<file path="src/rtl/f2fx_pkg.sv">
// Shared types and constants for the float to fixed converter.
`default_nettype none
package f2fx_pkg;
  localparam int unsigned OpW = 64;
  localparam int unsigned InW = 84;
  localparam int unsigned OutW = 64;
  localparam int unsigned UserW = 3;

  localparam logic [1:0] PREC_HALF = 2'd0;
  localparam logic [1:0] PREC_SINGLE = 2'd1;
  localparam logic [1:0] PREC_DOUBLE = 2'd2;

  localparam logic [2:0] RM_NEAREST_EVEN = 3'd0;
  localparam logic [2:0] RM_PLUS_INF = 3'd1;
  localparam logic [2:0] RM_MINUS_INF = 3'd2;
  localparam logic [2:0] RM_ZERO = 3'd3;
  localparam logic [2:0] RM_NEAREST_AWAY = 3'd4;

  localparam logic [1:0] FR_ZERO = 2'd0;
  localparam logic [1:0] FR_BELOW = 2'd1;
  localparam logic [1:0] FR_HALF = 2'd2;
  localparam logic [1:0] FR_ABOVE = 2'd3;

  localparam logic [0:0] REG_FTZ = 1'b0;
  localparam logic [0:0] REG_FTZ_HALF = 1'b1;

  typedef struct packed {
    logic [63:0] operand_bits;
    logic [1:0] precision;
    logic [6:0] integer_width;
    logic [6:0] fraction_bits;
    logic unsigned_result;
    logic [2:0] round_mode;
  } f2fx_req_t;

  typedef struct packed {
    logic [63:0] fixed_value;
    logic invalid_flag;
    logic inexact_flag;
    logic denormal_flag;
  } f2fx_res_t;
endpackage
`default_nettype wire

</file>
<file path="src/rtl/f2fx_core.sv">
// Combinational conversion of one registered request into one result.
`default_nettype none
module f2fx_core (
  input  f2fx_pkg::f2fx_req_t req,
  input  logic                ftz,
  input  logic                ftz_half,
  output f2fx_pkg::f2fx_res_t res
);
  import f2fx_pkg::*;

  logic [6:0]  w;
  logic [6:0]  fb;
  logic [2:0]  rm;
  logic        neg;
  logic [10:0] exp_raw;
  logic        exp_max;
  logic [51:0] frac;
  logic [52:0] m;
  logic [63:0] mask;
  logic        is_half;
  logic signed [13:0] e;
  logic signed [13:0] k;
  logic [6:0]  s;
  logic [116:0] wide;
  logic [63:0] rem;
  logic [63:0] half_pt;
  logic [63:0] q;
  logic [63:0] r;
  logic [1:0]  fc;
  logic        big;
  logic        away;
  logic        special;
  logic [63:0] maxv;
  logic [63:0] lim;
  logic [63:0] val;
  logic        inv;
  logic        inx;
  logic        den;

  always_comb begin
    w = (req.integer_width == 7'd0) ? 7'd1 :
        (req.integer_width > 7'd64) ? 7'd64 : req.integer_width;
    fb = (req.fraction_bits > w) ? w : req.fraction_bits;
    rm = (req.round_mode > RM_NEAREST_AWAY) ? RM_ZERO : req.round_mode;
    is_half = (req.precision == PREC_HALF);
    mask = (w == 7'd64) ? '1 : ((64'd1 << w) - 64'd1);
    if (is_half) begin
      neg = req.operand_bits[15];
      exp_raw = {6'd0, req.operand_bits[14:10]};
      exp_max = &req.operand_bits[14:10];
      frac = {42'd0, req.operand_bits[9:0]};
      m = {42'd0, exp_raw != 11'd0, req.operand_bits[9:0]};
      e = (exp_raw == 11'd0) ? -14'sd24 : $signed({3'd0, exp_raw}) - 14'sd25;
    end else if (req.precision == PREC_SINGLE) begin
      neg = req.operand_bits[31];
      exp_raw = {3'd0, req.operand_bits[30:23]};
      exp_max = &req.operand_bits[30:23];
      frac = {29'd0, req.operand_bits[22:0]};
      m = {29'd0, exp_raw != 11'd0, req.operand_bits[22:0]};
      e = (exp_raw == 11'd0) ? -14'sd149 : $signed({3'd0, exp_raw}) - 14'sd150;
    end else begin
      neg = req.operand_bits[63];
      exp_raw = req.operand_bits[62:52];
      exp_max = &req.operand_bits[62:52];
      frac = req.operand_bits[51:0];
      m = {exp_raw != 11'd0, req.operand_bits[51:0]};
      e = (exp_raw == 11'd0) ? -14'sd1074 : $signed({3'd0, exp_raw}) - 14'sd1075;
    end
    k = e + $signed({7'd0, fb});

    big = 1'b0;
    q = '0;
    fc = FR_ZERO;
    s = '0;
    wide = '0;
    rem = '0;
    half_pt = '0;
    if (exp_max) begin
      big = 1'b1;
    end else if (k >= 14'sd64) begin
      big = 1'b1;
    end else if (k >= 14'sd0) begin
      wide = {64'd0, m} << k[5:0];
      big = |wide[116:64];
      q = wide[63:0];
    end else if (k <= -14'sd64) begin
      fc = FR_BELOW;
    end else begin
      s = 7'(-k);
      q = {11'd0, m} >> s;
      rem = {11'd0, m} & ((64'd1 << s) - 64'd1);
      half_pt = 64'd1 << (s - 7'd1);
      if (rem == 64'd0) fc = FR_ZERO;
      else if (rem < half_pt) fc = FR_BELOW;
      else if (rem == half_pt) fc = FR_HALF;
      else fc = FR_ABOVE;
    end

    away = 1'b0;
    if (fc != FR_ZERO) begin
      case (rm)
        RM_NEAREST_EVEN: away = (fc == FR_ABOVE) || (fc == FR_HALF && q[0]);
        RM_PLUS_INF:     away = !neg;
        RM_MINUS_INF:    away = neg;
        RM_NEAREST_AWAY: away = (fc == FR_HALF) || (fc == FR_ABOVE);
        default:         away = 1'b0;
      endcase
    end
    r = q;
    if (away) begin
      if (&q) big = 1'b1;
      else r = q + 64'd1;
    end

    maxv = req.unsigned_result ? mask : (mask >> 1);
    lim = 64'd1 << (w - 7'd1);
    inv = 1'b0;
    inx = 1'b0;
    val = '0;
    if (!neg) begin
      if (big || r > maxv) begin
        inv = 1'b1;
        val = maxv;
      end else begin
        val = r;
        inx = fc != FR_ZERO;
      end
    end else if (req.unsigned_result) begin
      if (big || r != 64'd0) inv = 1'b1;
      else inx = fc != FR_ZERO;
    end else begin
      if (big || r > lim) begin
        inv = 1'b1;
        val = lim;
      end else begin
        val = 64'd0 - r;
        inx = fc != FR_ZERO;
      end
    end

    special = 1'b0;
    den = 1'b0;
    if (exp_max && frac != 52'd0) begin
      special = 1'b1;
      inv = 1'b1;
    end else if (exp_raw == 11'd0) begin
      if (frac == 52'd0) begin
        special = 1'b1;
      end else if (is_half ? ftz_half : ftz) begin
        special = 1'b1;
        den = !is_half;
      end
    end
    if (special) begin
      val = '0;
      inx = 1'b0;
      if (!(exp_max && frac != 52'd0)) inv = 1'b0;
    end

    res.fixed_value = val & mask;
    res.invalid_flag = inv;
    res.inexact_flag = inx;
    res.denormal_flag = den;
  end
endmodule
`default_nettype wire

</file>
<file path="src/rtl/float_to_fixed_converter.sv">
// Top level of the float to fixed converter: stream ports, registers, pipeline.
// One conversion per cycle: a request register feeds a
// single pass of conversion logic whose output lands in the result register.
// The request side stays ready whenever the result register is empty or being
// drained, so full throughput holds as long as the downstream side takes data.
`default_nettype none
module float_to_fixed_converter (
  input  logic        clk,
  input  logic        rst,
  input  logic        s_tvalid,
  output logic        s_tready,
  // operand_bits[63:0], precision[65:64], integer_width[72:66],
  // fraction_bits[79:73], unsigned_result[80], round_mode[83:81], zero fill
  input  logic [87:0] s_tdata,
  output logic        m_tvalid,
  input  logic        m_tready,
  // fixed_value[63:0]
  output logic [63:0] m_tdata,
  // invalid_flag[0], inexact_flag[1], denormal_flag[2]
  output logic [2:0]  m_tuser,
  input  logic        psel,
  input  logic        penable,
  input  logic        pwrite,
  input  logic [2:0]  paddr,
  input  logic [31:0] pwdata,
  output logic [31:0] prdata,
  output logic        pready
);
  import f2fx_pkg::*;

  logic       ftz;
  logic       ftz_half;
  f2fx_req_t  req;
  logic       req_valid;
  f2fx_res_t  res_comb;
  f2fx_res_t  res;
  logic       res_valid;
  logic       adv;

  assign pready = 1'b1;
  assign prdata = {31'd0, (paddr[2] == REG_FTZ_HALF) ? ftz_half : ftz};

  always_ff @(posedge clk) begin
    if (rst) begin
      ftz <= 1'b0;
      ftz_half <= 1'b0;
    end else if (psel && penable && pwrite && (paddr[1:0] == 2'd0)) begin
      if (paddr[2] == REG_FTZ) ftz <= pwdata[0];
      else ftz_half <= pwdata[0];
    end
  end

  assign adv = !res_valid || m_tready;
  assign s_tready = adv || !req_valid;

  always_ff @(posedge clk) begin
    if (rst) begin
      req_valid <= 1'b0;
      res_valid <= 1'b0;
    end else begin
      if (adv) res_valid <= req_valid;
      if (s_tready) req_valid <= s_tvalid;
    end
  end

  always_ff @(posedge clk) begin
    if (s_tready && s_tvalid) req <= f2fx_req_t'({s_tdata[63:0], s_tdata[65:64],
        s_tdata[72:66], s_tdata[79:73], s_tdata[80], s_tdata[83:81]});
    if (adv && req_valid) res <= res_comb;
  end

  f2fx_core u_core (
    .req      (req),
    .ftz      (ftz),
    .ftz_half (ftz_half),
    .res      (res_comb)
  );

  assign m_tvalid = res_valid;
  assign m_tdata = res.fixed_value;
  assign m_tuser = {res.denormal_flag, res.inexact_flag, res.invalid_flag};
endmodule
`default_nettype wire
</file>
<file path="config.mk">
export PLATFORM = sky130hd
export DESIGN_NAME = float_to_fixed_converter
export DESIGN_NICKNAME = d
export VERILOG_FILES = /design/src/rtl/f2fx_pkg.sv /design/src/rtl/f2fx_core.sv /design/src/rtl/float_to_fixed_converter.sv
export SDC_FILE = /design/constraint.sdc
export NUM_CORES = 2
export LEC_CHECK = 0
export ABC_AREA = 1
export BUFFER_PORTS_ARGS = -buffer_cell sky130_fd_sc_hd__buf_2
export CORE_MARGIN = 4
export CORE_UTILIZATION = 30
export DETAILED_ROUTE_END_ITERATION = 10
export PLACE_DENSITY = 0.47
export SLEW_MARGIN = 5
export SYNTH_ARGS = -nofsm -noshare
export SYNTH_HDL_FRONTEND = slang
export SYNTH_SLANG_ARGS = --single-unit
</file>
<file path="constraint.sdc">
create_clock -name clk -period 11.18 [get_ports clk]
set_input_delay 0 -clock clk [delete_from_list [all_inputs] [get_ports clk]]
set_output_delay 0 -clock clk [all_outputs]
set_load 0.02 [all_outputs]
</file>
### Word-level counts from Yosys, hierarchy flattened

Cells that the tools add are included.

* bits in registers: 155
* bits of input ports: 130
* output and inout port bits: 102
* word-level logic and storage cells: 160

* add/subtract/negate cells: 11
* magnitude comparators: 9
* equal/unequal tests: 8
* shifts and indexed selects: 6
* mux-type cells: 65
* bitwise gates (word level): 5
* reduce and logical (&&, ||, !) cells: 42

Operators with widths (count)
* 64-bit 2-to-1 mux: 13
* 1-bit by 7-bit left shift with 64-bit output, first input constant: 4
* 64-bit greater-than comparator: 2
* 64-bit by 1-bit subtractor with 64-bit output, second input constant: 2
* 53-bit by 6-bit left shift with 117-bit output: 1
* 53-bit 2-to-1 mux: 2
* 52-bit 2-to-1 mux: 2
* 14-bit 2-to-1 mux: 5
* 64-bit by 1-bit adder with 64-bit output, second input constant: 1
* 53-bit by 64-bit bitwise AND with 64-bit output: 1
* 64-bit bitwise AND: 1
* 64-bit equality test: 1
* 64-bit zero test: 1
* 64-bit less-than comparator: 1
* 64-bit AND reduction: 1
* 64-bit nonzero test: 1
* 53-bit by 7-bit >> shifter with 64-bit output: 1
* 1-bit by 64-bit subtractor with 64-bit output, first input constant: 1
* 53-bit OR reduction: 1
* 52-bit zero test: 1
* 52-bit nonzero test: 1
* 1-bit 2-to-1 mux: 30
* 11-bit zero test: 2
* 11-bit 2-to-1 mux: 2
* 40 further kinds: 68

### Depth between registers and ports, before layout

* word-level depth: 32
* gate-level depth with buffers: 84
* gate-level depth less buffers: 77

### Hierarchy

A second synthesis with hierarchy kept.

* cell total of the unflattened synthesis: 6024
* area, all modules: 32794.0 um^2

Modules (own cells, without submodules)
* f2fx_core: instances 1, cells an instance 5801, area each 27787.9 um^2, sequential area each 0.0 um^2
* float_to_fixed_converter: instances 1, cells an instance 223, area each 5006.1 um^2, sequential area each 4614.4 um^2

### Worst setup path before layout

OpenSTA, ideal clock, no wires.

* path type: register to register
* start: reg, netlist name req[16]
* end: reg res, in the netlist m_tdata[62], data pin
* arrival: 10424 ps
* data required time: 10913 ps
* path slack: 489 ps
* stages on the path, launching flop included: 69
* path buffers: 13
* period minus slack after synthesis: 10691 ps
* cells stage by stage: edfxtp_1 -> clkbuf_1 -> clkinv_1 -> nor2_1 -> inv_1 -> clkbuf_1 -> ha_1 -> nand2_1 -> nor2_1 -> nand2_1 -> o211ai_1 -> nand2_1 -> clkbuf_1 -> nand2_1 -> o21ai_0 -> ha_1 -> fa_1 -> inv_2 -> [33 not listed] -> buf_4 -> nand2_1 -> o21ai_1 -> inv_1 -> ha_1 -> a21oi_1 -> nor2_1 -> a211oi_1 -> o221ai_1 -> a221o_1 -> a31oi_1 -> nand2_1 -> nand2_1 -> buf_2 -> buf_1 -> nand3_1 -> nand3_1 -> a21oi_1

RTL lines
* to (signal assigned): line float_to_fixed_converter.sv:69 `if (adv && req_valid) res <= res_comb;`
* to (decl): line float_to_fixed_converter.sv:36 `f2fx_res_t res;`

==> results.toml <==
[final_layout]
filler_cell_count = 12300
drive_gt1_share_pct = 19.0
syn2layout_area_growth_pct = 30.4
antenna_cells = 0
instances_no_fill = 8435
multiInputGateArea_um2 = 25500
fin_nets = 7285
seq_area_um2 = 4610

[timing]
skew_ns = 0.0243
finalSetupTns_ns = 0
setup_viol = 0
final_max_slew_viol_count = 0
fin_crit_ns = 10.72
timing.final.crit_share_pct = 95.9
worst_pin_slew_ns = 1.28
timing.fmax_mhz = 93.3
setup_slack_ns = 0.462
hold_slack_ns = 0.175
slew_headroom_pct = 14.0
hold_viol = 0

[grt]
grt_pass1_vias = 40900
grt-ovfl-total = 0
antenna_found_initial = 2
track_usage_pct = 30.7
grt_max_degree = 79
grt_pass1_wl_um = 268000

[route]
ant_nets = 0
first_pass_iters = 7
wl_per_cell_um = 22.3
drtIter0Drc = 4989
drc = 0
vias_per_cell = 5.31
num_vias = 44800
drt-total-wl_um = 188000

[floorplan]
dieArea_um2 = 116000
initial_utilization_pct = 30.4
rows = 121
die_w_um = 341
fp.dieH_um = 341
io_pins = 232
core_area_um2 = 109000

[setup_path]
crit_required_ns = 11.46
arrival_ns = 11.00
slowest_delay_ns = 0.50
start_kind = "register"
critPathBufInv = 16
crit_fanout = 9
worst_path_max_delay_cell = "edfxtp_1"
cp-end-kind = "register"
path_common_cell = "nand2_1"
crit_type = "register to register"
path_delay_family = "simple AND/OR/NAND/NOR gates"

[yosys]
synth_area_leader_cell = "nand2_1"
synth_top_family_by_area = "simple AND/OR/NAND/NOR gates"
yosys.area_share.simple_pct = 47.7
avgSynthCellArea_um2 = 5.41
synth_xor_area_share_pct = 2.32
synth_compound_area_share_pct = 14.2
synthMuxAreaShare_pct = 1.20
synth-edff-count = 151
async_reset_ff_share_pct = 0
ys_top_cells_by_area = "nand2_1, edfxtp_1, nand3_1, nor2_1, inv_1"
ys_seq_area_share_pct = 13.9
ys.warnings.count = 0
yosysMostFrequentCell = "nand2_1"
synth_top_cell_area_share_pct = 21.9
synthAdderAreaFrac_pct = 7.88
synthesis.area_um2 = 33300
synth_common_cells = "nand2_1, nor2_1, inv_1"
ys_ff_latch = 155
synth_cell_types = 68
synthCells = 6156
ys.flop_type = "edfxtp_1"

[placed_design]
gp_congestion = 1.00
io_buffers = 164
dp_slack_ns = -0.453
hpwl_um = 155000
placed_cells = 8263

[cts]
cts_tree = "done"
clockBufferDepth = 2
cts_root_buf = "clkbuf_16"
cts.sinks = 155
cts-htree-levels = 4
clock_latency_ns = 0.52
clkTransAtPathRegs_ns = 0.09
cts_buffers = 17

[hold_path]
worst_hold_path_type = "primary input to register"

[pwr]
power_leakage_nw = 22.6
power_density_nw_per_um2 = 240
peakVddDrop_uv = 232

[job]
cap_viol_max_count = 0

[outcome]
status = "completed"
path summary, 6_finish.rpt:
| kind | from | end | slack (ns) | depth (start not counted) |
|---|---|---|---|---|
| setup / recovery | req[17] | m_tdata[34] | 0.46 | 71 |
| setup reg to reg | req[17] | m_tdata[34] | 0.46 | 71 |
| hold reg to reg | ftz | ftz | 0.54 | 2 |
| hold / removal | s_tdata[36] | req[56] | 0.17 | 2 |
timing repair:
item                                    4_1_cts  5_1_grt
pin swaps                                     0       52
endpoints found under the setup margin       66       66
endpoints found under the hold margin        99        0
resized for setup                            13      241
hold buffers                                 96        0
cloned                                        1        6
buffers inserted                              0       37
where the power goes:
| part | internal [mW] | switching (mW) | total, mW |
|---|---|---|---|
| Combinational | 3.17 | 5.92 | 9.09 |
| Clock | 0.289 | 0.308 | 0.597 |
| Sequential | 0.713 | 0.0256 | 0.739 |
registers in the layout, summed over array words and instances (netlist names):
name       cells
req           84
m_tuser        3
req_valid      1
m_tdata       64
ftz_half       1
ftz            1
m_tvalid       1
layer usage:
layer  GRT usage, %  up-vias  part of all wire [%]
met5              0        -                0.0069
met4           7.53        2                   2.8
met3           5.47      234                   9.2
met2           45.2     2050                    41
met1           46.0    21000                    47
li1               -    21600                     -
stage by stage:
stage               util (%)  power, mW  cell area, um^2
floorplan                  -       5.54            33400
global placement        37.0       9.11            40500
detailed placement      37.0       9.09            40500
CTS                     38.4       9.82            42100
global route            39.7       11.2            43400
finish                  39.7       10.4            43400
cells by family after synthesis:
group	count (synthesis)
xor gates and xnor gates	81
DFF	155
muxes	40
AOI/OAI and AO/OA	865
adders and majority gates	209
buffers and inverters	1045
and+or+nand+nor	3759
other	2
cell type report:
type | count | share of cell area, %
multi-input cells | 4989 | 58.7
flip-flops and latches | 155 | 10.6
well taps | 1476 | 4.25
inverters | 733 | 6.34
clock inverters | 13 | 0.254
clock buffers | 19 | 0.997
repair buffers | 1050 | 18.8
cells in the final DEF (no fill, tap or decap), types with 151 or more instances in the layout:
| master | n |
|---|---|
| buf_4 | 749 |
| inv_1 | 690 |
| a21oi_1 | 198 |
| edfxtp_1 | 151 |
| o21ai_0 | 445 |
| ha_1 | 201 |
| buf_2 | 165 |
| nor2_1 | 785 |
| nand3_1 | 619 |
| nand2_1 | 1889 |
Power figures use the tool's default switching activity.
